## src/design/htc_pkg.sv

```systemverilog
// Package for the humidity and temperature calibration block.
// Holds item and register types, widths, register indexes and the divider step.
// No dependencies.
package htc_pkg;

    // Field and datapath widths
    localparam int RAW_W = 16;               // raw readings and raw points
    localparam int MAG_W = 16;               // magnitude of a raw difference
    localparam int REF_W = 7;                // reference in whole units
    localparam int RD_W  = 11;               // magnitude of reference span times ten
    localparam int OFF_W = 11;               // low reference times ten
    localparam int NUM_W = MAG_W + RD_W;     // numerator and quotient magnitude
    localparam int DVS_W = 16;               // divisor magnitude (raw span)
    localparam int SUM_W = NUM_W + 2;        // signed quotient plus offset
    localparam int CFG_DATA_W = 16;
    localparam int CFG_IDX_W  = 3;

    // Register indexes on the configuration port
    localparam logic [CFG_IDX_W-1:0] CFG_HUM_REF_LOW   = 3'd0;
    localparam logic [CFG_IDX_W-1:0] CFG_HUM_REF_HIGH  = 3'd1;
    localparam logic [CFG_IDX_W-1:0] CFG_TEMP_REF_LOW  = 3'd2;
    localparam logic [CFG_IDX_W-1:0] CFG_TEMP_REF_HIGH = 3'd3;
    localparam logic [CFG_IDX_W-1:0] CFG_HUM_RAW_LOW   = 3'd4;
    localparam logic [CFG_IDX_W-1:0] CFG_HUM_RAW_HIGH  = 3'd5;
    localparam logic [CFG_IDX_W-1:0] CFG_TEMP_RAW_LOW  = 3'd6;
    localparam logic [CFG_IDX_W-1:0] CFG_TEMP_RAW_HIGH = 3'd7;

    // Saturation limits
    localparam logic signed [SUM_W-1:0] SAT_MAX = SUM_W'(32767);
    localparam logic signed [SUM_W-1:0] SAT_MIN = -SUM_W'(32768);

    typedef struct packed {
        logic signed [RAW_W-1:0] raw_humidity;
        logic signed [RAW_W-1:0] raw_temperature;
    } t_in_item;

    typedef struct packed {
        logic signed [RAW_W-1:0] humidity_tenths;
        logic signed [RAW_W-1:0] temperature_tenths;
        logic                    humidity_fault;
        logic                    temperature_fault;
    } t_out_item;

    typedef struct packed {
        logic [7:0]              hum_ref_low_x2;
        logic [7:0]              hum_ref_high_x2;
        logic [9:0]              temp_ref_low_x8;
        logic [9:0]              temp_ref_high_x8;
        logic signed [RAW_W-1:0] hum_raw_low;
        logic signed [RAW_W-1:0] hum_raw_high;
        logic signed [RAW_W-1:0] temp_raw_low;
        logic signed [RAW_W-1:0] temp_raw_high;
    } t_cfg;

    // One channel on its way through the divider cells
    typedef struct packed {
        logic [DVS_W-1:0] rem;    // partial remainder
        logic [NUM_W-1:0] nq;     // dividend bits shifting out, quotient bits in
        logic [DVS_W-1:0] dvs;    // divisor magnitude
        logic             neg;    // quotient is negated at the end
        logic             fault;  // zero span
        logic [OFF_W-1:0] off;    // low reference times ten
    } t_lane;

    typedef struct packed {
        t_lane hum;
        t_lane temp;
    } t_div_data;

    // One restoring division step: one quotient bit
    function automatic t_lane div_step(input t_lane l);
        t_lane          r;
        logic [DVS_W:0] trial;
        logic           qb;
        r     = l;
        trial = {l.rem, l.nq[NUM_W-1]};
        qb    = (trial >= {1'b0, l.dvs});
        if (qb) begin
            r.rem = DVS_W'(trial - {1'b0, l.dvs});
        end else begin
            r.rem = trial[DVS_W-1:0];
        end
        r.nq = {l.nq[NUM_W-2:0], qb};
        return r;
    endfunction

endpackage

```

## src/design/htc_front.sv

```systemverilog
// Front end of the calibration pipeline: differences, magnitudes and product.
// Two register stages; feeds the first divider cell. Depends on htc_pkg.
module htc_front import htc_pkg::*; (
    input  logic      i_clk,
    input  logic      i_rst_n,
    input  logic      i_accept,
    input  t_in_item  i_item,
    input  t_cfg      i_cfg,
    output logic      o_valid,
    output t_div_data o_data
);

    typedef struct packed {
        logic [MAG_W-1:0] mag_diff;
        logic [RD_W-1:0]  mag_rd;
        logic [DVS_W-1:0] dvs;
        logic             neg;
        logic             fault;
        logic [OFF_W-1:0] off;
    } t_pre;

    // Differences, spans and their magnitudes for one channel
    function automatic t_pre prep(
        input logic signed [RAW_W-1:0] raw,
        input logic signed [RAW_W-1:0] lo,
        input logic signed [RAW_W-1:0] hi,
        input logic [REF_W-1:0]        ref_lo,
        input logic [REF_W-1:0]        ref_hi
    );
        t_pre                   p;
        logic signed [RAW_W:0]  diff;
        logic signed [RAW_W:0]  span;
        logic signed [REF_W:0]  rdiff;
        logic signed [RD_W:0]   rd;
        diff    = {raw[RAW_W-1], raw} - {lo[RAW_W-1], lo};
        span    = {hi[RAW_W-1], hi} - {lo[RAW_W-1], lo};
        rdiff   = {1'b0, ref_hi} - {1'b0, ref_lo};
        rd      = {{(RD_W-REF_W){rdiff[REF_W]}}, rdiff} * (RD_W+1)'(10);
        p.mag_diff = diff[RAW_W] ? MAG_W'(-diff) : diff[MAG_W-1:0];
        p.mag_rd   = rd[RD_W] ? RD_W'(-rd) : rd[RD_W-1:0];
        p.dvs      = span[RAW_W] ? DVS_W'(-span) : span[DVS_W-1:0];
        p.neg      = diff[RAW_W] ^ rd[RD_W] ^ span[RAW_W];
        p.fault    = (span == '0);
        p.off      = {{(OFF_W-REF_W){1'b0}}, ref_lo} * OFF_W'(10);
        return p;
    endfunction

    // Product of magnitudes starts the division lane
    function automatic t_lane start_lane(input t_pre p);
        t_lane l;
        l.rem   = '0;
        l.nq    = {{RD_W{1'b0}}, p.mag_diff} * {{MAG_W{1'b0}}, p.mag_rd};
        l.dvs   = p.dvs;
        l.neg   = p.neg;
        l.fault = p.fault;
        l.off   = p.off;
        return l;
    endfunction

    logic r_valid_a;
    logic r_valid_b;
    t_pre r_hum_a, n_hum_a;
    t_pre r_temp_a, n_temp_a;
    t_div_data r_data_b, n_data_b;

    // Stage A: subtract and take magnitudes
    always_comb begin
        n_hum_a  = prep(i_item.raw_humidity, i_cfg.hum_raw_low, i_cfg.hum_raw_high,
                        i_cfg.hum_ref_low_x2[7:1], i_cfg.hum_ref_high_x2[7:1]);
        n_temp_a = prep(i_item.raw_temperature, i_cfg.temp_raw_low, i_cfg.temp_raw_high,
                        i_cfg.temp_ref_low_x8[9:3], i_cfg.temp_ref_high_x8[9:3]);
    end

    // Stage B: one multiply per channel
    always_comb begin
        n_data_b.hum  = start_lane(r_hum_a);
        n_data_b.temp = start_lane(r_temp_a);
    end

    always_ff @(posedge i_clk) begin
        if (!i_rst_n) begin
            r_valid_a <= 1'b0;
            r_valid_b <= 1'b0;
        end else begin
            r_valid_a <= i_accept;
            r_valid_b <= r_valid_a;
        end
    end

    always_ff @(posedge i_clk) begin
        r_hum_a  <= n_hum_a;
        r_temp_a <= n_temp_a;
        r_data_b <= n_data_b;
    end

    assign o_valid = r_valid_b;
    assign o_data  = r_data_b;

endmodule

```

## config.mk

```make
export PLATFORM = sky130hd
export DESIGN_NAME = htc_front
export DESIGN_NICKNAME = d
export VERILOG_FILES = /design/src/design/htc_pkg.sv /design/src/design/htc_front.sv
export SDC_FILE = /design/constraint.sdc
export NUM_CORES = 1
export LEC_CHECK = 0
export BUFFER_PORTS_ARGS = -buffer_cell sky130_fd_sc_hd__buf_2
export CAP_MARGIN = 20
export CORE_ASPECT_RATIO = 0.9
export CORE_MARGIN = 3
export CORE_UTILIZATION = 60
export CTS_CLUSTER_DIAMETER = 80
export CTS_CLUSTER_SIZE = 30
export DETAILED_ROUTE_END_ITERATION = 8
export GPL_TIMING_DRIVEN = 0
export PLACE_DENSITY = 0.93
export SYNTH_ARGS = -nofsm -noshare
export SYNTH_HDL_FRONTEND = slang
export SYNTH_SLANG_ARGS = --single-unit
```

## constraint.sdc

```tcl
create_clock -name i_clk -period 8.1 [get_ports i_clk]
set_clock_uncertainty 0.2 [all_clocks]
set_input_delay 0.81 -clock i_clk [delete_from_list [all_inputs] [get_ports i_clk]]
set_output_delay 0.81 -clock i_clk [all_outputs]
set_load 0.005 [all_outputs]
```

Yosys cells after proc, flatten, opt, wreduce, memory -nomap -nowiden
Cells that the tools add are included.

cells by class
  bitwise operators = 4
  reduce and logical (&&, ||, !) cells = 2
  $add $sub $neg = 12
  multiplexer cells = 6
  multiply operators = 6

operators with widths
  kind                                                                  count
  16-bit by 16-bit subtractor with 17-bit output                        4
  16-bit two-way mux                                                    4
  16-bit negation                                                       4
  16-bit by 11-bit multiplier with 27-bit output                        2
  17-bit zero test                                                      2
  12-bit by 3-bit multiplier with 11-bit output, second input constant  2
  11-bit two-way mux                                                    2
  11-bit negation                                                       2
  7-bit by 3-bit multiplier with 10-bit output, second input constant   2
  7-bit by 7-bit subtractor with 8-bit output                           2
  1-bit XOR                                                             4

storage, ports and cells
  bits of input ports = 135
  output and inout port bits = 145
  register bits after elaboration = 222
  word-level logic and storage cells = 56

Logic depth before layout (Yosys ltp)
  depth in word-level cells = 4
  gate-level depth with buffers = 22
  gate-level depth less buffers = 21

Worst setup path after synthesis
OpenSTA, ideal clock, no wires.

  kind = register to register
  start = reg r_temp_a[33] in the netlist's numbering
  end = reg r_data_b (netlist bit o_data[55])
  clock period less this slack = 5.804 ns
  stages on the path, launching flop included = 21
  data arrival time = 5.533 ns
  library setup time = 0.072 ns
  required time = 7.828 ns
  setup slack = 2.296 ns
  path buffers = 1
  cells stage by stage = dfxtp_1 -> clkbuf_1 -> nand2_1 -> fa_1 -> fa_1 -> inv_1 -> fa_1 -> fa_1 -> inv_1 -> fa_1 -> inv_1 -> ha_1 -> and3_1 -> and3_1 -> a211oi_1 -> o21ai_0 -> o21ai_0 -> o2111ai_1 -> a31o_2 -> a21oi_1 -> xor2_1

RTL lines
  what                      line             RTL
  start: declaration        htc_front.sv:63  t_pre r_temp_a, n_temp_a;
  start signal: assignment  htc_front.sv:92  r_temp_a <= n_temp_a;
  end signal: assignment    htc_front.sv:93  r_data_b <= n_data_b;
  end: declaration          htc_front.sv:64  t_div_data r_data_b, n_data_b;

==> flow_summary.toml <==
[global_route]
antenna_found_initial = 12
track_usage_pct = 26.85
grt_pass1_vias = 17906
grt_pass1_wl_um = 84370
grt_max_degree = 31
grt_overflow_total = 0

[run_status]
status = "complete, no violations"

[clock_tree]
cts_max_level = 1
cts-root-buf = "clkbuf_16"
clkSinkCount = 218
hold_buffers = 0
post_cts.repair.setup_buffers = 0
numCtsBuffers = 17
clockBufferDepth = 3
cts_tree = "yes"
clk_pin_slew_worst_paths_ns = 0.10
ctsResizeCount = 0
clk_latency_ns = 0.54

[yosys]
yosysSeqAreaShare_pct = 20.27
synth_most_common_cell = "inv_1"
synth-xor-area-share_pct = 7.443
synth_cell_types = 73
netlist_area_sq_um = 21530
synth-main-ff-cell = "dfxtp_1"
synth_top_family_by_area = "adder cells"
synth.top_cell.area_share_pct = 21.57
ys_warn_count = 0
synth-compound-area-share_pct = 10.85
async_flop_share_pct = 0
syn_avg_cell_area_sq_um = 9.063
ys_seq_elements = 218
synthSimpleGateAreaFrac_pct = 14.58
synth_largest_area_cell = "fa_1"
synth_mux_area_share_pct = 0.3079
synth_edf_count = 0
syn_inst = 2376
yosys.area_share.adder_pct = 37.60
synthTopCellsByCount = "inv_1 (377), ha_1 (276), fa_1 (232)"
synth_area_leaders = "fa_1 (22%), dfxtp_1 (20%), ha_1 (16%), inv_1 (6.6%), xnor2_1 (5.0%)"

[timing]
tns_ns = 0
timing.slew.headroom_pct = 39.40
final-setup-viol-count = 0
max_freq_mhz = 145.2
min_period_ns = 6.887
finalMaxSlewViolations = 0
hold_viol_final = 0
period_share_pct = 85.03
tightest_slew_ns = 0.9070
rsz0062_at_grt = "no"

[floorplanning]
pin_count = 280
die_w_um = 205.7
die_y_um = 185.7
rows = 65
dieArea_sq_um = 38200
coreArea_sq_um = 35220
initial_utilization_pct = 61.15

[placed_design]
portBuffers = 235
placed_area_sq_um = 23430
place_congestion = 0.9195
dp_hpwl_um = 42750

[detailed_routing]
routedWlPerCell_um = 16.41
drt-initial-drc-count = 977
routed_via_density = 5.459
postRouteAntennaNets = 0
drcViolationCount = 0
firstDrtPassIters = 5
num_vias = 17201
wl_um = 51700

[worst_setup_path]
crit_fanout = 10
crit_top_cell = "fa_1"
path_buf_inv = 4
crit_type = "reg2reg"
slowest_stage = "fa_1"
critPathCaptureType = "flip-flop"
critical-path-max-stage-delay_ns = 0.55
critPathTopFamily = "adder cells"
required_ns = 8.37
crit_chain = "clkbuf_1 > nand2_1 > fa_1 > fa_1 > inv_1 > fa_1 > fa_1 > inv_1 > fa_1 > inv_1 > ha_1 > and3_1 > and3_1 > a211oi_1 > o21ai_0 > o21ai_0 > o2111ai_1 > a31o_2 > a21oi_1 > xor2_1"
critPathArrivalTime_ns = 7.16
cp-start-kind = "flip-flop"

[finish]
drive_above_1_share_pct = 12.26
syn_to_final_growth_pct = 11.63
final_area_sq_um = 24040
finalNetCount = 3308

[min_path]
hp-class = "reg2reg"

[job]
max_cap_viol_count = 0
==> cell type report <==
cell class	instances	area, sq um
antenna	6	15.01
buffer	98	508.0
clock buffer	17	425.4
clock inverter	13	168.9
fill	2611	11180
inverter	377	1415
multi-input combinational	1718	15380
sequential	218	4364
tap	469	586.8
timing repair buffer	235	1176
==> cells in the final DEF, fill, tap and decap left out, drive strengths merged, types with 13 or more instances in the layout <==
| cell | Yosys | routed |
|---|---|---|
| a21o | 42 | 42 |
| o21bai | 22 | 22 |
| ha | 276 | 276 |
| nor2 | 98 | 98 |
| xnor2 | 123 | 123 |
| o31ai | 13 | 13 |
| nor2b | 21 | 21 |
| xor2 | 60 | 60 |
| buf | 38 | 273 |
| conb | 1 | 36 |
| fa | 232 | 232 |
| a21oi | 112 | 112 |
| clkbuf | 60 | 77 |
| o21a | 24 | 24 |
| nand2 | 220 | 220 |
| inv | 377 | 386 |
| and2 | 155 | 155 |
| nand3 | 20 | 20 |
| dfxtp | 218 | 218 |
| o21ai | 56 | 56 |
| nand2b | 20 | 20 |
| a31oi | 17 | 17 |
| nor3 | 24 | 24 |
==> registers in the layout, summed over array words and instances (netlist names) <==
signal and count:
r_hum_a 26, o_valid 1, r_valid_a 1, n_data_b 56
o_data 108, r_temp_a 26
==> worst paths after layout <==
kind | from | endpoint | slack, ns | cells past startpoint
worst max register to register | r_temp_a[39]$_DFF_P_ | o_data[55]$_DFF_P_ | 1.21 | 20
worst max-delay path | r_temp_a[39]$_DFF_P_ | o_data[55]$_DFF_P_ | 1.21 | 20
worst min-delay path | n_data_b[12]$_DFF_P_ | o_data[12]$_DFF_P_ | 0.13 | 0
worst min register to register | n_data_b[12]$_DFF_P_ | o_data[12]$_DFF_P_ | 0.13 | 0
==> layer usage <==
layer  global-route usage, %  vias up  routed length (um)
li1                        -     8176                   -
met1                   34.59     8177               21490
met2                   44.87      719               24390
met3                   6.575      119                4267
met4                   8.390       10                1493
met5                       0        -                  56
==> per-stage QoR <==
step | setup WS, ns | std cells | utilization [%] | hold slack, ns
after detailed placement | 1.328 | 3115 | 66.53 | 0.1136
after global placement | 1.477 | 3115 | 66.53 | 0.1108
after global routing | 0.8668 | 3151 | 68.26 | 0.1414
after CTS | 1.304 | 3145 | 68.22 | 0.1361
final | 1.213 | 3151 | 68.26 | 0.1338
after floorplan | 2.296 | 2411 | - | 0.1096
==> worst reg2reg max path, cell delays in order, from the launching register on <==
cell and delay, ns:
dfxtp_1 0.53, clkbuf_1 0.41, nand2_1 0.15, fa_1 0.55, fa_1 0.55, inv_1 0.06
fa_1 0.50, fa_1 0.55, inv_1 0.05, fa_1 0.54, inv_1 0.05, ha_1 0.35
and3_1 0.26, and3_1 0.19, a211oi_1 0.22, o21ai_0 0.32, o21ai_0 0.50, o2111ai_1 0.24
a31o_2 0.28, a21oi_1 0.18, xor2_1 0.16
==> cell families (layout without fill, tap and decap cells) <==
group,Yosys count,in the layout
buffers and inverters,475,740
multiplexers,6,6
AND/OR/NAND/NOR,627,627
XOR/XNOR,183,183
flip-flops,218,218
AO/OA/AOI/OAI,358,358
adder cells (fa/ha/maj),508,508
other,1,42
Power is not shown: default switching activity piles up to over one toggle a cycle in this logic, so the estimate is an artifact.
