`src/design/htc_pkg.sv`:
```
// Package for the humidity and temperature calibration block.
// Holds item and register types, widths, register indexes and the divider step.
// No dependencies.
package htc_pkg;

    // Field and datapath widths
    localparam int RAW_W = 16;               // raw readings and raw points
    localparam int MAG_W = 16;               // magnitude of a raw difference
    localparam int REF_W = 7;                // reference in whole units
    localparam int RD_W  = 11;               // magnitude of reference span times ten
    localparam int OFF_W = 11;               // low reference times ten
    localparam int NUM_W = MAG_W + RD_W;     // numerator and quotient magnitude
    localparam int DVS_W = 16;               // divisor magnitude (raw span)
    localparam int SUM_W = NUM_W + 2;        // signed quotient plus offset
    localparam int CFG_DATA_W = 16;
    localparam int CFG_IDX_W  = 3;

    // Register indexes on the configuration port
    localparam logic [CFG_IDX_W-1:0] CFG_HUM_REF_LOW   = 3'd0;
    localparam logic [CFG_IDX_W-1:0] CFG_HUM_REF_HIGH  = 3'd1;
    localparam logic [CFG_IDX_W-1:0] CFG_TEMP_REF_LOW  = 3'd2;
    localparam logic [CFG_IDX_W-1:0] CFG_TEMP_REF_HIGH = 3'd3;
    localparam logic [CFG_IDX_W-1:0] CFG_HUM_RAW_LOW   = 3'd4;
    localparam logic [CFG_IDX_W-1:0] CFG_HUM_RAW_HIGH  = 3'd5;
    localparam logic [CFG_IDX_W-1:0] CFG_TEMP_RAW_LOW  = 3'd6;
    localparam logic [CFG_IDX_W-1:0] CFG_TEMP_RAW_HIGH = 3'd7;

    // Saturation limits
    localparam logic signed [SUM_W-1:0] SAT_MAX = SUM_W'(32767);
    localparam logic signed [SUM_W-1:0] SAT_MIN = -SUM_W'(32768);

    typedef struct packed {
        logic signed [RAW_W-1:0] raw_humidity;
        logic signed [RAW_W-1:0] raw_temperature;
    } t_in_item;

    typedef struct packed {
        logic signed [RAW_W-1:0] humidity_tenths;
        logic signed [RAW_W-1:0] temperature_tenths;
        logic                    humidity_fault;
        logic                    temperature_fault;
    } t_out_item;

    typedef struct packed {
        logic [7:0]              hum_ref_low_x2;
        logic [7:0]              hum_ref_high_x2;
        logic [9:0]              temp_ref_low_x8;
        logic [9:0]              temp_ref_high_x8;
        logic signed [RAW_W-1:0] hum_raw_low;
        logic signed [RAW_W-1:0] hum_raw_high;
        logic signed [RAW_W-1:0] temp_raw_low;
        logic signed [RAW_W-1:0] temp_raw_high;
    } t_cfg;

    // One channel on its way through the divider cells
    typedef struct packed {
        logic [DVS_W-1:0] rem;    // partial remainder
        logic [NUM_W-1:0] nq;     // dividend bits shifting out, quotient bits in
        logic [DVS_W-1:0] dvs;    // divisor magnitude
        logic             neg;    // quotient is negated at the end
        logic             fault;  // zero span
        logic [OFF_W-1:0] off;    // low reference times ten
    } t_lane;

    typedef struct packed {
        t_lane hum;
        t_lane temp;
    } t_div_data;

    // One restoring division step: one quotient bit
    function automatic t_lane div_step(input t_lane l);
        t_lane          r;
        logic [DVS_W:0] trial;
        logic           qb;
        r     = l;
        trial = {l.rem, l.nq[NUM_W-1]};
        qb    = (trial >= {1'b0, l.dvs});
        if (qb) begin
            r.rem = DVS_W'(trial - {1'b0, l.dvs});
        end else begin
            r.rem = trial[DVS_W-1:0];
        end
        r.nq = {l.nq[NUM_W-2:0], qb};
        return r;
    endfunction

endpackage

```
`src/design/htc_cell.sv`:
```
// One divider cell: a single quotient bit for both channels, then a register.
// Cells are chained, one per quotient bit. Depends on htc_pkg.
module htc_cell import htc_pkg::*; (
    input  logic      i_clk,
    input  logic      i_rst_n,
    input  logic      i_valid,
    input  t_div_data i_data,
    output logic      o_valid,
    output t_div_data o_data
);

    logic      r_valid;
    t_div_data r_data, n_data;

    // Restoring step on each lane
    always_comb begin
        n_data.hum  = div_step(i_data.hum);
        n_data.temp = div_step(i_data.temp);
    end

    always_ff @(posedge i_clk) begin
        if (!i_rst_n) begin
            r_valid <= 1'b0;
        end else begin
            r_valid <= i_valid;
        end
    end

    always_ff @(posedge i_clk) begin
        r_data <= n_data;
    end

    assign o_valid = r_valid;
    assign o_data  = r_data;

endmodule

```
`config.mk`:
```
export PLATFORM = sky130hd
export DESIGN_NAME = htc_cell
export DESIGN_NICKNAME = d
export VERILOG_FILES = /design/src/design/htc_pkg.sv /design/src/design/htc_cell.sv
export SDC_FILE = /design/constraint.sdc
export NUM_CORES = 1
export LEC_CHECK = 0
export ABC_CLOCK_PERIOD_IN_PS = 2400
export BUFFER_PORTS_ARGS = -buffer_cell sky130_fd_sc_hd__buf_2
export CAP_MARGIN = 10
export CORE_ASPECT_RATIO = 1.25
export CORE_UTILIZATION = 40
export DETAILED_ROUTE_END_ITERATION = 8
export PLACE_DENSITY_LB_ADDON = 0.12
export SYNTH_ARGS = -nofsm -noshare
export SYNTH_HDL_FRONTEND = slang
export SYNTH_SLANG_ARGS = --single-unit
```
`constraint.sdc`:
```
create_clock -name i_clk -period 2.4 [get_ports i_clk]
set_input_delay 0.36 -clock i_clk [delete_from_list [all_inputs] [get_ports i_clk]]
set_output_delay 0.36 -clock i_clk [all_outputs]
set_load 0.03 [all_outputs]
```
* After elaboration in Yosys (flattened, before gate mapping) *
Index checks and enable logic that the tools add are counted.

word-level totals
  register bits = 145
  input port bits = 147

operators by class
  order comparisons = 2
  mux-type cells = 2
  add/subtract/negate cells = 2

operator list
  operator                        count
  >= comparator 17 x 16 -> 1 bit  2
  2-to-1 mux 16 bit               2
  subtractor 16 bit               2

* Depth between registers and ports, before layout *
Gate-level depths: netlist of run 1.

  word-level depth = 2
  gate-level depth with buffers = 11
  mapped depth without buffers = 9

* Worst setup path before layout of run 1 *
No wires, ideal clock.

  path type = in2reg
  start point = in i_data[17] (netlist bit)
  end point = reg r_data (netlist bit o_data[66])
  setup time = 121 ps
  stages on the path = 10
  data required time = 2279 ps
  setup slack = 115 ps
  arrival = 2163 ps
  buffers on the path = 2
  cells stage by stage = inv_1 ha_1 a21o_1 a31o_1 nor2_4 a2111oi_2 o32a_2 buf_6 buf_12 mux2_4

RTL lines
  what                    line            RTL
  start: declaration      htc_cell.sv:7   input t_div_data i_data,
  end signal: assignment  htc_cell.sv:30  r_data <= n_data;
  end: declaration        htc_cell.sv:13  t_div_data r_data, n_data;

==> out/qor.yml, run 1 <==
vias: 4669
met2_usage_pct: 39.93
cts.sinks: 145
drt_iter0_drc: 67
drc: 0
nets: 993
final-seq-area_mm2: 0.002903
clock_path_buffers: 2
synth.largest_area_cell: "dfxtp_1"
dp_hpwl_um: 11690
ir_drop_v: 0.0004038
grt_max_degree: 17
arrival_ps: 2590
synth_cell_types: 60
ys_warn_count: 0
finalHoldViolations: 0
dpl-instance-area_mm2: 0.007222
tightest_slew_ps: 488.3
power.leakage_nw: 4.007
power_mw: 6.849
synth-seq-cells: 145
rsz0062_at_grt: "no"
cp-end-kind: "flop"
ctsHtreeMaxLevel: 4
cts_hold_buf: 0
synth_top_area_share_pct: 54.96
clk_pin_slew_ps: 70
multiInputGateArea_mm2: 0.002120
synth_nets: 647
root_buffer: "clkbuf_16"
initial_core_util_pct: 41.33
n_antenna_cell: 0
slew_viol_final: 0
wirelength_um: 14570
drive_gt1_share_pct: 48.48
syn_inst: 466
cts_tree: "built"
drtAntennaViolNets: 0
use_met1_pct: 21.53
setup_violations: 0
syn_to_final_growth_pct: 47.74
numCtsBuffers: 17
finalInstanceArea_mm2: 0.007802
rows: 46
syn_area_per_cell_um2: 11.33
fin_cells: 993
cts_resized: 0
powerDensity_mw_per_mm2: 877.8
die-area_mm2: 0.01367
grt_pass1_wl_um: 22390
syn_area_mm2: 0.005281
chipWidth_um: 104.8
die_h_um: 130.5
via_per_inst: 4.702
min_period_ps: 2235
finalCritPeriodShare_pct: 93.15
cp-start-kind: "input pin"
hold_path_class: "in2reg"
cp_max_fo: 2
postCtsSetupBuffers: 0
grt_busiest_layer: "met2"
synth.area.top_cells: "dfxtp_1 (55%), ha_1 (7.6%), inv_1 (3.2%)"
fill_cells: 1140
run_status: "finished, final reports clean"
ys_seq_area_share_pct: 54.96
port-buffer-count: 291
drv_cap: 0
fp.coreArea_mm2: 0.01278
critPathKind: "in2reg"
antenna_found_initial: 0
overflow: 0
routedWlPerCell_um: 14.67
dpl.cell_count: 961
relSlewSlack_pct: 66.61
synth-main-ff-cell: "dfxtp_1"
finalWorstSetupSlack_ps: 164.5
ioPinCount: 292
grt.total_usage_pct: 21.05
globalplace.congestion: 0.8589
synth_edf_count: 0
ys_async_sr_fraction_pct: 0
fmax_ghz: 0.4473
pre_cts_ws_ps: -67.80
required_ps: 2760
grt_util_met3_pct: 6.746
drt-pass1-iter-count: 4
grt_pass1_vias: 4694
==> registers in the layout (all words and copies together) (netlist names) <==
| name | flops |
|---|---|
| o_data | 144 |
| o_valid | 1 |
==> per-layer routing <==
| layer | part of all wire [%] | vias to the layer above |
|---|---|---|
| met3 | 6.4 | 19 |
| met5 | 0 | - |
| met1 | 38 | 2158 |
| met2 | 54 | 180 |
| met4 | 1.7 | 0 |
| li1 | - | 2312 |
==> power breakdown <==
group | internal, mW | total, mW | switching, mW
registers | 2.63 | 2.68 | 0.0513
logic | 0.632 | 1.58 | 0.953
clock network | 1.49 | 2.59 | 1.10
==> synthesized netlist by cell type (9+ instances only) <==
library cell,instances
a21o_1,10
a21oi_1,20
dfxtp_1,145
ha_1,32
inv_1,45
mux2_4,10
nand2_1,15
nand3_1,14
nor2_1,19
nor3_1,9
o211ai_1,10
o21ai_0,10
xnor2_1,14
==> metrics by stage <==
| step | hold WS (ps) | TNS (ps) | util [%] |
|---|---|---|---|
| after floorplan | 387.7 | 0 | - |
| after global placement | 461.7 | 0 | 56.52 |
| after detailed placement | 463.7 | -507.4 | 56.52 |
| after CTS | 25.33 | 0 | 61.07 |
| after global routing | 15.68 | 0 | 61.07 |
| final | 34.31 | 0 | 61.07 |
==> cell families after synthesis <==
logic type	synth area share [%]
compound gates	14.07
xor+xnor	2.819
fa+ha+maj	8.339
buf+inv	4.904
flops	54.96
mux	6.705
simple gates	8.197
==> area by class of cell <==
class | instances | share of cell area (%)
Clock buffer | 18 | 5.629
Clock inverter | 14 | 1.812
Inverter | 46 | 2.245
Multi-Input combinational cell | 265 | 27.16
Sequential cell | 145 | 37.20
Tap cell | 168 | 2.694
Timing Repair Buffer | 337 | 23.25
==> path summary, 6_finish.rpt <==
kind,from,endpoint,slack (ps),cells after the start
min,i_data[102],o_data[103],30,1
max,i_data[13],o_data[68],160,9
==> worst max-delay path, cell delays in order <==
cell and delay [ps]:
buf_2 110, ha_1 210, fa_1 390, nor2b_1 170
o2111ai_1 150, a31oi_1 320, o21ai_0 150, a2111oi_0 500
mux2_4 230
==> placed cells by master (no fill, tap or decap), types with 10 or more instances in the layout <==
cell type | Yosys | final
buf_2 | 5 | 291
dfxtp_1 | 145 | 145
inv_1 | 45 | 45
buf_4 | 0 | 45
ha_1 | 32 | 32
a21oi_1 | 20 | 20
nor2_1 | 19 | 19
clkbuf_16 | 0 | 17
nand2_1 | 15 | 15
nand3_1 | 14 | 14
xnor2_1 | 14 | 14
a21o_1 | 10 | 10
o211ai_1 | 10 | 10
mux2_4 | 10 | 10
o21ai_0 | 10 | 10
No activity file was read; power rests on OpenSTA's default activity.
==> inputs of run 2 (changes only) <==
==> constraint.sdc (replaced) <==
create_clock -name i_clk -period 2.4 [get_ports i_clk]
set_input_delay 0.12 -clock i_clk [delete_from_list [all_inputs] [get_ports i_clk]]
set_output_delay 0.12 -clock i_clk [all_outputs]
set_load 0.03 [all_outputs]
==> out/qor.yml, run 2 (synthesis gave the netlist of run 1 again) <==
final-seq-area_mm2: 0.002903  # unchanged
min_period_ps: 2337  # was 2235 ps
fin_tns_setup_ps: 0  # unchanged
ir_drop_v: 0.0004629  # was 0.0004038 V
overflow: 0  # unchanged
ioPinCount: 292  # unchanged
fmax_ghz: 0.4279  # was 0.4473 GHz
port-buffer-count: 291  # unchanged
drt-pass1-iter-count: 4  # unchanged
die-area_mm2: 0.01367  # unchanged
initial_core_util_pct: 41.33  # unchanged
setup_violations: 0  # unchanged
nets: 1104  # was 993
required_ps: 2690  # was 2760 ps
drtAntennaViolNets: 0  # unchanged
drt_iter0_drc: 123  # was 67
powerDensity_mw_per_mm2: 775.5  # was 877.8 mW/mm2
cts_tree: "built"  # unchanged
clk_pin_slew_ps: 70  # about the same
hold_path_class: "in2reg"  # unchanged
rows: 46  # unchanged
root_buffer: "clkbuf_16"  # unchanged
power_mw: 7.031  # was 6.849 mW
postCtsSetupBuffers: 0  # unchanged
cp_cell_sequence: "dlygate4sd3_1, buf_2, inv_1, ha_4, a21o_1, a31o_1, nor2_4, a2111oi_2, o32a_2, buf_12, mux2_2"  # was buf_2, ha_1, fa_1, nor2b_1, o2111ai_1, a31oi_1, o21ai_0, a2111oi_0, mux2_4
clock_path_buffers: 2  # unchanged
layout_common_cells: "buf_2 (291), dfxtp_1 (145), dlygate4sd3_1 (140)"  # was buf_2 (291), dfxtp_1 (145), inv_1 (45), buf_4 (45), ha_1 (32)
finalHoldViolations: 0  # unchanged
wirelength_um: 17050  # was 14570 um
grt.total_usage_pct: 23.79  # was 21.05%
dp_hpwl_um: 10950  # was 11690 um
cp-end-kind: "flop"  # unchanged
chipWidth_um: 104.8  # unchanged
drv_cap: 0  # unchanged
arrival_ps: 2630  # was 2590 ps
critPathKind: "in2reg"  # unchanged
routedWlPerCell_um: 15.46  # was 14.67 um
cp-start-kind: "input pin"  # unchanged
grt_pass1_wl_um: 25490  # was 22390 um
relSlewSlack_pct: 75.14  # was 66.61%
vias: 5184  # was 4669
die_h_um: 130.5  # unchanged
fp.coreArea_mm2: 0.01278  # unchanged
antenna_found_initial: 0  # unchanged
largest_reg_flops: 144  # unchanged
drc: 0  # unchanged
layout_commonest_cell: "buf_2"  # unchanged
multiInputGateArea_mm2: 0.002203  # was 0.002120 mm2
pre_cts_ws_ps: 55.46  # was -67.80 ps
cpPeakStageDelay_ps: 530  # was 500 ps
syn_to_final_growth_pct: 71.67  # was 47.74%
via_per_inst: 4.700  # was 4.702
grt_max_degree: 18  # was 17
tightest_slew_ps: 370.7  # was 488.3 ps
ctsHtreeMaxLevel: 4  # unchanged
crit_slowest_cell: "dlygate4sd3_1"  # was a2111oi_0
numCtsBuffers: 17  # unchanged
run_status: "finished, final reports clean"  # unchanged
cp_max_fo: 17  # was 2
finalWorstSetupSlack_ps: 62.85  # was 164.5 ps
grt_pass1_vias: 5332  # was 4694
power.leakage_nw: 4.450  # was 4.007 nW
fin_util_pct: 70.96  # was 61.07%
finalCritPeriodShare_pct: 97.38  # was 93.15%
drive_gt1_share_pct: 41.18  # was 48.48%
n_antenna_cell: 0  # unchanged
slew_viol_final: 0  # unchanged
globalplace.congestion: 0.8473  # was 0.8589
fill_cells: 921  # was 1140
cts.sinks: 145  # unchanged
run 2: cell count changes in the layout (fill, tap and decap cells not counted), moves of 2 or more:
cell           previous run  this run
a21oi_1                  20        18
a21oi_2                   1         3
buf_4                    45        16
dlygate4sd3_1             0       140
ha_1                     32        28
ha_4                      0         3
inv_8                     2         4
nor2b_1                   7         5
nor2b_2                   0         2
run 2: per-layer routing:
metal,vias up,GRT usage (%),part of all wire (%)
met5,-,0,0
met4,0,11.35,2.4
met3,32,6.200,5.7
met2,197,45.66,55
met1,2417,24.12,37
li1,2538,-,-
run 2: power by group:
group / switching (mW) / internal (mW)
combinational: 1.00 / 0.747
clock: 1.14 / 1.46
sequential: 0.0555 / 2.62
run 2: per-stage QoR:
step | cells | cell area [um2] | hold slack (ps)
after CTS | 1103 | 8977 | 11.64
after global routing | 1103 | 9066 | 39.30
final | 1103 | 9066 | 27.11
after detailed placement | 932 | 7004 | 223.6
after floorplan | 466 | 5281 | 147.7
after global placement | 932 | 7004 | 222.7
run 2: layout make-up:
class / count / area share, %
timing repair buffer: 448 / 33.07
sequential: 145 / 32.02
multi-input combinational: 265 / 24.30
clock buffer: 17 / 4.692
tap: 168 / 2.319
inverter: 46 / 1.987
clock inverter: 14 / 1.615
run 2: final timing paths:
| check | start | to | cells after the start |
|---|---|---|---|
| setup / recovery | i_data[17] | o_data[58] | 11 |
| hold / removal | i_data[136] | o_data[137] | 3 |
run 2: what timing repair did:
| item | 4_1_cts | 5_1_grt |
|---|---|---|
| gates resized for setup | 0 | 21 |
| hold buffers | 140 | 0 |
| setup endpoints to repair | 0 | 21 |
| hold endpoints to repair | 139 | 0 |
run 2: worst max-delay path: cells and delay by family:
kind,cells,cell delay [ps]
adder cells (fa/ha/maj),1,300
multiplexers,1,370
AO/OA/AOI/OAI,4,870
buffers and inverters,4,880
AND/OR/NAND/NOR,1,60
==> inputs of run 3 (changes only) <==
--- a/config.mk
+++ b/config.mk
@@ -12,6 +12,7 @@
 export CORE_UTILIZATION = 40
 export DETAILED_ROUTE_END_ITERATION = 8
 export PLACE_DENSITY_LB_ADDON = 0.12
+export SETUP_SLACK_MARGIN = 0.5
 export SYNTH_ARGS = -nofsm -noshare
 export SYNTH_HDL_FRONTEND = slang
 export SYNTH_SLANG_ARGS = --single-unit
==> out/qor.yml, run 3 (synthesis gave the netlist of run 1 again) <==
run_status: "finished, final reports clean"  # unchanged
clk_pin_slew_ps: 60  # was 70 ps
syn_to_final_growth_pct: 74.08  # was 71.67%
port-buffer-count: 291  # unchanged
die_h_um: 130.5  # unchanged
cp-end-kind: "flop"  # unchanged
layout_commonest_cell: "buf_2"  # unchanged
fin_tns_setup_ps: 0  # unchanged
grt_max_degree: 17  # was 18
crit_slowest_cell: "fa_2"  # was dlygate4sd3_1
wirelength_um: 16240  # was 17050 um
cpPeakStageDelay_ps: 370  # was 530 ps
finalHoldViolations: 0  # unchanged
final-seq-area_mm2: 0.002903  # unchanged
initial_core_util_pct: 41.33  # unchanged
layout_common_cells: "buf_2 (291), dfxtp_1 (145), dlygate4sd3_1 (140)"  # unchanged
cp_cell_sequence: "buf_2, ha_1, fa_2, nor2b_2, o2111ai_1, a31oi_2, buf_4, a21oi_1, nand3b_1, mux2_4"  # was dlygate4sd3_1, buf_2, inv_1, ha_4, a21o_1, a31o_1, nor2_4, a2111oi_2, o32a_2, buf_12, mux2_2
powerDensity_mw_per_mm2: 775.4  # was 775.5 mW/mm2
relSlewSlack_pct: 65.83  # was 75.14%
finalCritPeriodShare_pct: 74.92  # was 97.38%
ioPinCount: 292  # unchanged
antenna_found_initial: 0  # unchanged
critPathKind: "in2reg"  # unchanged
routedWlPerCell_um: 14.81  # was 15.46 um
die-area_mm2: 0.01367  # unchanged
fill_cells: 958  # was 921
root_buffer: "clkbuf_16"  # unchanged
rows: 46  # unchanged
drt-pass1-iter-count: 4  # unchanged
tightest_slew_ps: 509.1  # was 370.7 ps
dp_hpwl_um: 10860  # was 10950 um
multiInputGateArea_mm2: 0.002372  # was 0.002203 mm2
dpl-instance-area_mm2: 0.007154  # was 0.007004 mm2
n_antenna_cell: 0  # unchanged
chipWidth_um: 104.8  # unchanged
numCtsBuffers: 17  # unchanged
cp_max_fo: 3  # was 17
cts_tree: "built"  # unchanged
drc: 0  # unchanged
grt.total_usage_pct: 23.34  # was 23.79%
setup_violations: 0  # unchanged
drive_gt1_share_pct: 42.03  # was 41.18%
grt_pass1_wl_um: 25050  # was 25490 um
drt_iter0_drc: 117  # was 123
drtAntennaViolNets: 0  # unchanged
critPathBufInv: 2  # was 4
critPathTopFamily: "adder cells"  # was buffers and inverters
vias: 5132  # was 5184
ir_drop_v: 0.0005306  # was 0.0004629 V
drv_cap: 0  # unchanged
required_ps: 2700  # was 2690 ps
rsz0062_at_grt: "yes"
via_per_inst: 4.682  # was 4.700
fmax_ghz: 0.5562  # was 0.4279 GHz
clock_path_buffers: 2  # unchanged
largest_reg_flops: 144  # unchanged
power.leakage_nw: 4.450  # about the same
finalInstanceArea_mm2: 0.009194  # was 0.009066 mm2
slew_viol_final: 0  # unchanged
hold_path_class: "in2reg"  # unchanged
ctsHtreeMaxLevel: 4  # unchanged
cp-start-kind: "input pin"  # unchanged
arrival_ps: 2100  # was 2630 ps
globalplace.congestion: 0.8186  # was 0.8473
fp.coreArea_mm2: 0.01278  # unchanged
overflow: 0  # unchanged
cts.sinks: 145  # unchanged
min_period_ps: 1798  # was 2337 ps
nets: 1096  # was 1104
grt_pass1_vias: 5356  # was 5332
fin_util_pct: 71.95  # was 70.96%
## run 3: power by group
part           leakage, nW  total (mW)  internal, mW  switching [mW]
Sequential            1.22        2.68          2.63          0.0586
Combinational         2.93        1.76         0.759            1.00
Clock                0.295        2.68          1.60            1.09
## run 3: what timing repair did
| action | 4_1_cts | 5_1_grt |
|---|---|---|
| setup buffers | 0 | 2 |
| endpoints found under the setup margin | 0 | 15 |
| endpoints found under the hold margin | 139 | 0 |
| resized for setup | 0 | 3 |
| hold buffers | 140 | 0 |
## run 3: area by class of cell
type / instances / share of cell area, %
Tap cell: 168 / 2.286
Timing Repair Buffer: 440 / 31.82
Clock inverter: 14 / 1.837
Clock buffer: 18 / 4.777
Inverter: 46 / 1.905
Multi-Input combinational cell: 265 / 25.80
Sequential cell: 145 / 31.57
## run 3: path summary, 6_finish.rpt
path	from	endpoint	cells after the start
worst max-delay path	i_data[13]	o_data[70]	10
worst min-delay path	i_data[56]	o_data[57]	3
## run 3: metal layers
layer	GRT usage (%)	routed length [um]	part of all wire [%]
met3	6.399	871	5.4
met1	23.45	5976	37
met2	44.84	8857	55
met4	11.02	531	3.3
met5	0	0	0
## run 3: stage by stage
step                      std cells  setup slack (ps)  hold slack, ps  total power, mW
final                          1096             602.0           32.99            7.129
after global routing           1096             498.3           42.86            7.437
after CTS                      1094             552.2           23.64            7.145
after detailed placement        922             137.6           223.6            4.285
after global placement          922             148.9           222.0            4.272
after floorplan                 466             500.7           147.7            3.818
