### src/design/htc_pkg.sv
// Package for the humidity and temperature calibration block.
// Holds item and register types, widths, register indexes and the divider step.
// No dependencies.
package htc_pkg;

    // Field and datapath widths
    localparam int RAW_W = 16;               // raw readings and raw points
    localparam int MAG_W = 16;               // magnitude of a raw difference
    localparam int REF_W = 7;                // reference in whole units
    localparam int RD_W  = 11;               // magnitude of reference span times ten
    localparam int OFF_W = 11;               // low reference times ten
    localparam int NUM_W = MAG_W + RD_W;     // numerator and quotient magnitude
    localparam int DVS_W = 16;               // divisor magnitude (raw span)
    localparam int SUM_W = NUM_W + 2;        // signed quotient plus offset
    localparam int CFG_DATA_W = 16;
    localparam int CFG_IDX_W  = 3;

    // Register indexes on the configuration port
    localparam logic [CFG_IDX_W-1:0] CFG_HUM_REF_LOW   = 3'd0;
    localparam logic [CFG_IDX_W-1:0] CFG_HUM_REF_HIGH  = 3'd1;
    localparam logic [CFG_IDX_W-1:0] CFG_TEMP_REF_LOW  = 3'd2;
    localparam logic [CFG_IDX_W-1:0] CFG_TEMP_REF_HIGH = 3'd3;
    localparam logic [CFG_IDX_W-1:0] CFG_HUM_RAW_LOW   = 3'd4;
    localparam logic [CFG_IDX_W-1:0] CFG_HUM_RAW_HIGH  = 3'd5;
    localparam logic [CFG_IDX_W-1:0] CFG_TEMP_RAW_LOW  = 3'd6;
    localparam logic [CFG_IDX_W-1:0] CFG_TEMP_RAW_HIGH = 3'd7;

    // Saturation limits
    localparam logic signed [SUM_W-1:0] SAT_MAX = SUM_W'(32767);
    localparam logic signed [SUM_W-1:0] SAT_MIN = -SUM_W'(32768);

    typedef struct packed {
        logic signed [RAW_W-1:0] raw_humidity;
        logic signed [RAW_W-1:0] raw_temperature;
    } t_in_item;

    typedef struct packed {
        logic signed [RAW_W-1:0] humidity_tenths;
        logic signed [RAW_W-1:0] temperature_tenths;
        logic                    humidity_fault;
        logic                    temperature_fault;
    } t_out_item;

    typedef struct packed {
        logic [7:0]              hum_ref_low_x2;
        logic [7:0]              hum_ref_high_x2;
        logic [9:0]              temp_ref_low_x8;
        logic [9:0]              temp_ref_high_x8;
        logic signed [RAW_W-1:0] hum_raw_low;
        logic signed [RAW_W-1:0] hum_raw_high;
        logic signed [RAW_W-1:0] temp_raw_low;
        logic signed [RAW_W-1:0] temp_raw_high;
    } t_cfg;

    // One channel on its way through the divider cells
    typedef struct packed {
        logic [DVS_W-1:0] rem;    // partial remainder
        logic [NUM_W-1:0] nq;     // dividend bits shifting out, quotient bits in
        logic [DVS_W-1:0] dvs;    // divisor magnitude
        logic             neg;    // quotient is negated at the end
        logic             fault;  // zero span
        logic [OFF_W-1:0] off;    // low reference times ten
    } t_lane;

    typedef struct packed {
        t_lane hum;
        t_lane temp;
    } t_div_data;

    // One restoring division step: one quotient bit
    function automatic t_lane div_step(input t_lane l);
        t_lane          r;
        logic [DVS_W:0] trial;
        logic           qb;
        r     = l;
        trial = {l.rem, l.nq[NUM_W-1]};
        qb    = (trial >= {1'b0, l.dvs});
        if (qb) begin
            r.rem = DVS_W'(trial - {1'b0, l.dvs});
        end else begin
            r.rem = trial[DVS_W-1:0];
        end
        r.nq = {l.nq[NUM_W-2:0], qb};
        return r;
    endfunction

endpackage

### src/design/htc_back.sv
// Back end: applies sign and offset, saturates, handles zero span.
// Registers the result and its strobe. Depends on htc_pkg.
module htc_back import htc_pkg::*; (
    input  logic      i_clk,
    input  logic      i_rst_n,
    input  logic      i_valid,
    input  t_div_data i_data,
    output logic      o_valid,
    output t_out_item o_result
);

    // Signed quotient plus offset, clamped to 16 bits; 0 on fault
    function automatic logic signed [RAW_W-1:0] finish(input t_lane l);
        logic signed [SUM_W-1:0] s;
        logic signed [RAW_W-1:0] v;
        if (l.neg) begin
            s = {{(SUM_W-OFF_W){1'b0}}, l.off} - {2'b0, l.nq};
        end else begin
            s = {{(SUM_W-OFF_W){1'b0}}, l.off} + {2'b0, l.nq};
        end
        if (l.fault) begin
            v = '0;
        end else if (s > SAT_MAX) begin
            v = SAT_MAX[RAW_W-1:0];
        end else if (s < SAT_MIN) begin
            v = SAT_MIN[RAW_W-1:0];
        end else begin
            v = s[RAW_W-1:0];
        end
        return v;
    endfunction

    logic      r_valid;
    t_out_item r_result, n_result;

    always_comb begin
        n_result.humidity_tenths    = finish(i_data.hum);
        n_result.temperature_tenths = finish(i_data.temp);
        n_result.humidity_fault     = i_data.hum.fault;
        n_result.temperature_fault  = i_data.temp.fault;
    end

    always_ff @(posedge i_clk) begin
        if (!i_rst_n) begin
            r_valid <= 1'b0;
        end else begin
            r_valid <= i_valid;
        end
    end

    always_ff @(posedge i_clk) begin
        r_result <= n_result;
    end

    assign o_valid  = r_valid;
    assign o_result = r_result;

endmodule

### config.mk
export PLATFORM = sky130hd
export DESIGN_NAME = htc_back
export DESIGN_NICKNAME = d
export VERILOG_FILES = /design/src/design/htc_pkg.sv /design/src/design/htc_back.sv
export SDC_FILE = /design/constraint.sdc
export NUM_CORES = 1
export LEC_CHECK = 0
export ABC_AREA = 1
export BUFFER_PORTS_ARGS = -buffer_cell sky130_fd_sc_hd__buf_4
export CAP_MARGIN = 10
export CORE_UTILIZATION = 59
export CTS_CLUSTER_DIAMETER = 50
export DETAILED_ROUTE_END_ITERATION = 10
export PLACE_DENSITY = 0.89
export SYNTH_ARGS = -nofsm -noshare
export SYNTH_HDL_FRONTEND = slang
export SYNTH_SLANG_ARGS = --single-unit
### constraint.sdc
create_clock -name i_clk -period 6.8 [get_ports i_clk]
set_input_delay 1.36 -clock i_clk [delete_from_list [all_inputs] [get_ports i_clk]]
set_output_delay 1.36 -clock i_clk [all_outputs]
set_load 0.005 [all_outputs]
### Word-level counts from Yosys, hierarchy flattened

Index checks and enable logic that the tools add are counted.

* $add $sub $neg: 4
* $mul: 0
* divide/modulo/power cells: 0
* order comparisons: 4
* equality and inequality tests: 0
* shift operators: 0
* muxes and demuxes: 6
* bitwise operators: 0
* reduce and logical (&&, ||, !) cells: 2

Operators by type and width (number)
* $gt A29 B16 Y1 const B: 2
* $lt A29 B16 Y1 const B: 2
* $mux W29: 2
* $add A11 B27 Y28: 2
* $sub A11 B27 Y28: 2
* $mux W16: 2
* $mux W15: 2
* $reduce_or A2 Y1: 2

* flip-flop bits (word level): 35
* latch bits: 0
* memory bits (writable): 0
* memory bits (read-only): 0
* input bits: 147
* output and inout port bits: 35
* memories kept: 0

### Logic depth before layout (Yosys ltp)

Gate-level depths: netlist of the first run.

* word-level depth: 5
* mapped depth: 23

### Least setup slack after synthesis of the first run

OpenSTA, ideal clock, no wires.

* path kind: input port to flip-flop
* start point: input port i_data[0] (netlist bit)
* end point: register r_result, in the netlist o_result[15]
* setup time: 0.132 ns
* data arrival time: 3.288 ns
* setup slack: 3.380 ns
* stages: 21
* buffers on the path: 1
* cells stage by stage: inv_1 -> ha_1 -> inv_1 -> fa_1 -> nand3_1 -> nand3_1 -> nand2_1 -> nand2_1 -> nand2_1 -> nand2_1 -> nand2_1 -> nand2_1 -> nand2_1 -> nand2_1 -> nand2_1 -> nand3_1 -> nor2_1 -> nand3_1 -> nand2_1 -> buf_4 -> a21oi_1

* longest elaborated chain between the ends: 5

Ends and longest elaborated chain
* start: declaration: RTL line htc_back.sv:7 `input t_div_data i_data,`
* $add A11 B27 Y28 / $sub A11 B27 Y28 (equally long branches): RTL line htc_back.sv:19, htc_back.sv:17
* $mux W29 (*): RTL line htc_back.sv:16 `if (l.neg) begin`
* $lt A29 B16 Y1: RTL line htc_back.sv:25 `end else if (s < SAT_MIN) begin`
* $mux W16: RTL line htc_back.sv:25
* $mux W15 (*): RTL line htc_back.sv:23 `end else if (s > SAT_MAX) begin`
* end signal: assignment: RTL line htc_back.sv:52 `r_result <= n_result;`
* end: declaration: RTL line htc_back.sv:34 `t_out_item r_result, n_result;`

Every way passes the cells marked *; elsewhere a longest branch is shown, timed or not.
A chain may end at the register's enable or synchronous reset.

### Final worst setup path of the first run

* start point: input port i_data[0] (netlist bit)
* end point: register r_result, in the netlist o_result[3]

Same word-level chain as after synthesis.

==> results.txt, run 1 <==
status -> finished clean
std cell rows -> 37
Final nets -> 1512
vias per cell -> 5.33
CTS tree -> done
initial antenna violation count -> 0
Synth top area share -> 28.3%
largest area contributor in the netlist -> nand2_1
leading cell types by count after synthesis -> nand2_1 (476), inv_1 (196), nor2_1 (135), nand3_1 (109), a21oi_1 (48)
Clock transition at path regs -> 0.06 ns
worst hold slack -> 1.26 ns
vias in the first global route -> 6809
top_reg_cell synth -> dfxtp_1
CP Capture Point -> o_result[3]
initial DRC count -> 597
Min-Delay Path Depth -> 3
fin crit share -> 57.2%
ANT nets after route -> 0
Yosys cell types -> 40
grt total ovfl -> 0
measured slew at the worst slew-check pin -> 0.685 ns
Die H -> 105 um
Total GRT Usage -> 35.1%
Critical Path Start Type -> input port
Post-DP HPWL -> 16.0 mm
clock sink total -> 35
clk root buf -> clkbuf_8
critical path type -> input port to flip-flop
Setup TNS -> 0 ns
Sw Share -> 43.9%
sequential cell area fraction in the yosys report -> 11.1%
P_int -> 0.467 mW
CP startpoint -> i_data[0]
post-cts sizing count -> 0
Fmax -> 257 MHz
antenna diode count -> 0
Die W -> 105 um
first-pass GRT wire length -> 32.0 mm
sequential share of power -> 27.4%
# port buffers -> 117
fin. max-slew vios -> 0
final cell count without fillers -> 1453
# H-tree levels -> 2
count of flip-flops with a built-in enable after synthesis -> 0
synth top area cells -> nand2_1 (28%), inv_1 (12%), dfxtp_1 (11%), ha_1 (8.7%), nand3_1 (8.7%)
largest net degree at the start of global routing -> 32
final setup violation count -> 0
Critical Path Fanout Max -> 16
Placed Cells -> 1446
effective utilization at floorplan -> 61.1%
Area Growth Syn to Fin -> 15.4%
RSZ-0062 raised after global routing -> no
Peak supply drop -> 106 uV
WL/cell -> 13.2 um
Tmin final -> 3.89 ns
YS warnings -> 0
static leakage -> 4.27 nW
Fin. Hold Viols -> 0
top-count cell post-synth -> nand2_1
Switching Power -> 0.365 mW
syn nets -> 1419
area of the mapped netlist -> 6310 um^2
Synth Register Bits -> 35
CP Capture Type -> flip-flop
Slew HR -> 54.3%
TritonCTS buffer count -> 5
drt total wl -> 19.3 mm
clock buffer depth -> 2
CP Data Required Time -> 6.95 ns
max-cap viol count -> 0
RePlAce Congestion -> 0.965
Post-Synthesis Cells -> 1224
io pins -> 182
mean post-synth cell area -> 5.15 um^2
Async SR Flop Fraction -> 0%
number of remaining DRC errors -> 0
core area -> 10300 um^2
ratio of cells with drive above 1 in the final layout -> 11.5%
CP arrival -> 4.04 ns
PD cells -> 114 nW/um^2
Logic pwr share -> 55.3%
via count -> 7747
post-CTS setup buffers -> 0
min-delay worst type -> input port to flip-flop
TritonRoute pass-1 iters -> 8
clock share of power -> 17.3%
Die ar. -> 11100 um^2
number of hold-repair buffers added at the cts stage -> 0
[per-layer routing]
metal	vias to the layer above	track usage, %	wire, um
met5	-	0	0
li1	3966	-	-
met4	0	4.93	210
met3	23	6.68	2260
met2	397	53.7	7910
met1	3361	51.6	8870
[worst max-delay path, cell delays in order]
cell,delay [ns]
buf_4,0.11
inv_1,0.05
ha_1,0.19
inv_1,0.10
fa_1,0.43
nand3_1,0.09
nand3_1,0.11
nand2_1,0.08
nand2_1,0.14
nand2_1,0.12
nand2_1,0.06
nand2_1,0.06
nand2_1,0.06
nand2_1,0.07
nand2_1,0.06
nand2_1,0.06
nand3_1,0.09
nor2_1,0.11
nand3_1,0.11
nand2_1,0.44
a21oi_1,0.14
[sequential cells by signal (all words and copies together) (netlist names)]
name and cells:
o_result 34, o_valid 1
[power groups by stage]
stage	clock network [mW]	registers, mW	logic, mW
final	0.144	0.228	0.460
after floorplan	0	0.233	0.285
after CTS	0.145	0.228	0.449
after detailed placement	0	0.232	0.446
after global placement	0	0.232	0.441
after global routing	0.156	0.229	0.514
[per-stage QoR]
stage | area (um^2) | power (mW) | setup slack [ns] | utilization [%]
floorplan | 6310 | 0.519 | 3.38 | -
global placement | 7190 | 0.673 | 2.73 | 69.7
detailed placement | 7190 | 0.678 | 2.71 | 69.7
CTS | 7280 | 0.822 | 2.99 | 70.5
global route | 7280 | 0.899 | 2.61 | 70.5
finish | 7280 | 0.832 | 2.91 | 70.5
[cell type report]
cell class / instances / area [um^2]
multi-input combinational: 960 / 4700
fill: 970 / 3040
timing repair buffer: 118 / 886
inverter: 197 / 739
sequential: 35 / 701
tap: 136 / 170
clock buffer: 6 / 82.6
clock inverter: 1 / 5.00
[worst min path at each step]
stage / end / slack, ns / startpoint
floorplan: o_result[0] / 1.39 / i_data[11]
global placement: o_valid / 1.55 / i_valid
detailed placement: o_valid / 1.56 / i_valid
CTS: o_valid / 1.26 / i_valid
global route: o_valid / 1.28 / i_valid
finish: o_valid / 1.26 / i_valid
[layout by cell type, fill, tap and decap left out]
master	instances
nand2_1	476
nand3_1	109
a31o_2	1
o31ai_1	2
ha_1	44
clkinv_2	1
nor4_1	3
inv_2	1
and3b_1	1
nor2_2	3
o21ai_0	31
inv_1	196
nor3_2	2
fa_1	4
nand2_4	2
dfxtp_1	35
nor2_4	2
buf_4	118
a31oi_1	3
and2_1	3
nor3_1	16
o21bai_4	1
a21boi_0	1
nor2_1	135
a21oi_1	48
nand4_1	19
nand3_2	1
a21oi_2	5
o22ai_1	1
o21bai_1	4
or2_2	2
o21a_1	1
nand2_2	7
nand3b_1	6
and3_1	1
clkbuf_8	6
xor2_1	26
[cells by family after synthesis]
logic type | after synthesis | synth area share (%)
simple gates | 788 | 52.1
buf+inv | 229 | 14.4
compound gates | 98 | 8.75
fa+ha+maj | 48 | 10.0
flops | 35 | 11.1
xor+xnor | 26 | 3.61
Power figures use the tool's default switching activity.
==> run 2: changes to the inputs <==
- CORE_UTILIZATION: 59 -> 49
- PLACE_DENSITY: 0.89 -> 0.79
- clock period: 6.8 -> 3.1 ns (I/O delays scaled with it)
==> run 2 against run 1 <==
Combinational power grew 130%. Worst setup slack lost 2.7 ns. Critical path depth grew 1. Die area increased by 20%. Wire length up 1.9%. Non-clock buffer count rose by 29. Clock-buffer cell count did not move. Design area is 5.0% higher. Final cell count up 4.5%. Worst hold slack worse by 0.73 ns. Critical endpoint is now o_result[30]. Largest cell class unchanged.
==> results.txt, run 2 (synthesized netlist as in run 1, its figures left out) <==
status -> finished clean
std cell rows -> 41
Slew HR -> 70.0%
min-delay worst type -> input port to flip-flop
Die W -> 115 um
Fin. Hold Viols -> 0
PD cells -> 266 nW/um^2
Die ar. -> 13300 um^2
static leakage -> 4.45 nW
Final nets -> 1541
Fmax -> 348 MHz
TritonCTS buffer count -> 5
commonest cells after routing, fill and taps aside -> nand2_1 (476), inv_1 (196), buf_4 (144), nor2_1 (133), nand3_1 (108)
most common cell after layout, fill and taps aside -> nand2_1
first-pass GRT wire length -> 31.4 mm
Placed Cells -> 1510
vias in the first global route -> 6591
fin. max-slew vios -> 0
clk root buf -> clkbuf_16
worst hold slack -> 0.536 ns
Critical Path Start Type -> input port
number of flip-flops under the largest register name -> 34
via count -> 7798
Area after DPL -> 7480 um^2
ANT nets after route -> 0
Fillers -> 1283
initial DRC count -> 735
Die H -> 115 um
RSZ-0062 raised after global routing -> no
max-cap viol count -> 0
RePlAce Congestion -> 0.949
WL/cell -> 12.9 um
CP arrival -> 3.08 ns
# H-tree levels -> 2
io pins -> 182
Area Growth Syn to Fin -> 21.2%
pre-CTS setup slack -> -0.0132 ns
number of remaining DRC errors -> 0
CP Capture Type -> flip-flop
Critical Path Fanout Max -> 6
Total GRT Usage -> 29.6%
post-route setup slack -> 0.226 ns
Tmin final -> 2.87 ns
drt total wl -> 19.6 mm
effective utilization at floorplan -> 50.2%
CP Data Required Time -> 3.31 ns
vias per cell -> 5.14
Post-DP HPWL -> 16.5 mm
measured slew at the worst slew-check pin -> 0.445 ns
critical path type -> input port to flip-flop
clock sink total -> 35
# port buffers -> 117
antenna diode count -> 0
Peak supply drop -> 170 uV
grt total ovfl -> 0
fin crit share -> 92.7%
largest net degree at the start of global routing -> 30
ratio of cells with drive above 1 in the final layout -> 13.7%
final cell count without fillers -> 1518
clock buffer depth -> 2
register area -> 701 um^2
TritonRoute pass-1 iters -> 6
Finished Cell Area -> 7650 um^2
initial antenna violation count -> 0
CTS tree -> done
area of the multi-input gates -> 4710 um^2
core area -> 12600 um^2
final setup violation count -> 0
Clock transition at path regs -> 0.05 ns
Power Total -> 2.03 mW
[run 2: cell count changes in the layout (fill, tap and decap cells not counted), moves of 2 or more]
cell	change
buf_12	+3
buf_4	+26
clkbuf_16	+5
clkbuf_8	-5
nor2_1	-2
nor2_2	+2
[run 2: cell type report]
cell class / count / share of cell area [%]
sequential: 35 / 9.16
multi-input combinational: 960 / 61.5
clock buffer: 6 / 1.82
tap: 172 / 2.81
timing repair buffer: 147 / 14.9
clock inverter: 1 / 0.0655
inverter: 197 / 9.67
[run 2: repair_timing]
item / CTS / global route
hold buffers: 0 / 0
endpoints found under the setup margin: 0 / 6
resized for setup: 0 / 3
buffers inserted: 0 / 1
[run 2: through the flow]
step | setup TNS [ns] | util (%)
after global placement | 0 | 59.6
after floorplan | 0 | -
after global routing | 0 | 60.8
final | 0 | 60.8
after detailed placement | -0.0202 | 59.6
after CTS | 0 | 60.7
[run 2: routing by layer]
layer  global-route usage [%]  wire length [um]  up-vias
met1                     43.2              9360     3441
met4                     5.02               248        0
met5                        0                 0        -
met3                     2.93              1540       21
li1                         -                 -     4026
met2                     47.5              8460      310
[run 2: where the power goes]
| group | internal [mW] | leakage (nW) | switching [mW] | total (mW) |
|---|---|---|---|---|
| sequential | 0.488 | 0.293 | 0.0125 | 0.500 |
| combinational | 0.403 | 4.08 | 0.650 | 1.05 |
| clock | 0.313 | 0.0727 | 0.168 | 0.480 |
[run 2: critical path: stages]
cell,delay [ns]
buf_4,0.12
inv_1,0.05
ha_1,0.14
inv_1,0.06
fa_1,0.39
nand2_1,0.07
nand2_1,0.07
and2_1,0.17
nand2_1,0.06
nand2_1,0.06
nand3_1,0.10
nand2_1,0.06
nand2_1,0.05
nand2_1,0.04
nand2_1,0.05
nand2_1,0.13
nor2_1,0.15
nand2_1,0.10
o21bai_4,0.18
buf_4,0.17
nand2_1,0.07
a21oi_2,0.14
[run 2: path summary, 6_finish.rpt]
path	slack [ns]	startpoint	end	depth (start not counted)
max	0.23	i_data[72]	o_result[30]	22
min	0.54	i_valid	o_valid	3
==> run 3: changes to the inputs <==
- CORE_UTILIZATION: 49 -> 40
- PLACE_DENSITY: 0.79 -> 0.67
==> run 3 against run 2 <==
Non-clock buffer count is 17 higher. Largest cell class unchanged. First-iteration DRC count is 19% lower. Wire length is 3.7% higher. Critical path depth is 3 lower. Design area is 2.6% higher. Worst setup slack better by 0.016 ns. Worst hold slack worse by 0.0014 ns. Sequential power hardly changed. Clock power is 3% higher. Fmax is 0.55% higher. Total power is 2.5% higher. Largest power group unchanged.
==> results.txt, run 3 (synthesized netlist as in run 1, its figures left out) <==
max-cap viol count -> 0
fin. max-slew vios -> 0
Critical Path Start Type -> input port
Power Total -> 2.08 mW
vias in the first global route -> 6725
post-route setup slack -> 0.241 ns
vias per cell -> 4.82
min-delay worst type -> input port to flip-flop
critical path's largest stage delay -> 0.37 ns
Setup TNS -> 0 ns
critical path type -> input port to flip-flop
measured slew at the worst slew-check pin -> 0.431 ns
# port buffers -> 117
Slew HR -> 70.9%
Peak supply drop -> 244 uV
Area after DPL -> 7670 um^2
post-CTS setup buffers -> 0
Fin. Hold Viols -> 0
CP most frequent cell -> nand2_1
antenna diode count -> 0
Post-DP HPWL -> 17.4 mm
worst hold slack -> 0.534 ns
Final nets -> 1558
Total GRT Usage -> 25.1%
pre-CTS setup slack -> -0.0670 ns
RSZ-0062 raised after global routing -> no
CTS tree -> done
clock sink total -> 35
Area Growth Syn to Fin -> 24.3%
final cell count without fillers -> 1575
static leakage -> 4.53 nW
crit path max-delay cell type -> fa_2
CP delay by family, top -> simple AND/OR/NAND/NOR gates
drt total wl -> 20.3 mm
first-pass GRT wire length -> 33.0 mm
CP Buf/Inv Count -> 2
clk root buf -> clkbuf_16
Die W -> 128 um
grt total ovfl -> 0
Fillers -> 1708
effective utilization at floorplan -> 41.2%
largest net degree at the start of global routing -> 30
# H-tree levels -> 2
Placed Cells -> 1567
TritonRoute pass-1 iters -> 5
Critical Path Fanout Max -> 6
via count -> 7595
critical path cell sequence -> buf_4, ha_1, fa_2, nand2_1, nand2_1, nand3_1, nand2_1, nand2_1, nand3_2, nand2_1, nand3_1, nand2_1, nand2_1, nor2_1, nand3_1, o21bai_4, buf_4, nand2_1, a21oi_1
ANT nets after route -> 0
Fmax -> 350 MHz
core area -> 15300 um^2
Die H -> 128 um
register area -> 701 um^2
TritonCTS buffer count -> 5
status -> finished clean
io pins -> 182
std cell rows -> 45
clock buffer depth -> 2
WL/cell -> 12.9 um
number of flip-flops under the largest register name -> 34
CP Capture Type -> flip-flop
commonest cells after routing, fill and taps aside -> nand2_1 (475), inv_1 (196), buf_4 (161), nor2_1 (134), nand3_1 (108)
Clock transition at path regs -> 0.05 ns
fin crit share -> 92.2%
PD cells -> 266 nW/um^2
Final Util -> 51.2%
Min-Delay Path Depth -> 3
number of remaining DRC errors -> 0
Die ar. -> 16300 um^2
Tmin final -> 2.86 ns
final setup violation count -> 0
most common cell after layout, fill and taps aside -> nand2_1
instance count on the critical path -> 19
ratio of cells with drive above 1 in the final layout -> 15.0%
RePlAce Congestion -> 0.944
initial DRC count -> 593
CP arrival -> 3.06 ns
area of the multi-input gates -> 4710 um^2
CP Data Required Time -> 3.30 ns
initial antenna violation count -> 0
Finished Cell Area -> 7840 um^2
-- run 3: routing by layer --
layer | vias up | wire length [um] | track usage (%)
li1 | 4049 | - | -
met1 | 3324 | 10400 | 38.0
met2 | 218 | 8700 | 40.2
met3 | 4 | 1240 | 2.05
met4 | 0 | 38 | 1.19
met5 | - | 0 | 0
-- run 3: area by class of cell --
type | instances | share of cell area (%)
clock buffer | 6 | 1.77
clock inverter | 2 | 0.207
inverter | 197 | 9.43
multi-input combinational | 960 | 60.1
sequential | 35 | 8.94
tap | 211 | 3.37
timing repair buffer | 164 | 16.2
-- run 3: final timing paths --
path	slack [ns]	endpoint	start
worst min-delay path	0.53	o_valid	i_valid
worst max-delay path	0.24	o_result[25]	i_data[72]
-- run 3: report_power, final --
| group | total, mW | switching (mW) | internal (mW) |
|---|---|---|---|
| registers | 0.500 | 0.0129 | 0.488 |
| logic | 1.09 | 0.661 | 0.427 |
| clock network | 0.496 | 0.176 | 0.320 |
| total | 2.08 | 0.850 | 1.23 |
-- run 3: what timing repair did --
item | in CTS | in global routing
hold buffers | 0 | 0
setup endpoints to repair | 0 | 18
gates resized for setup | 0 | 7
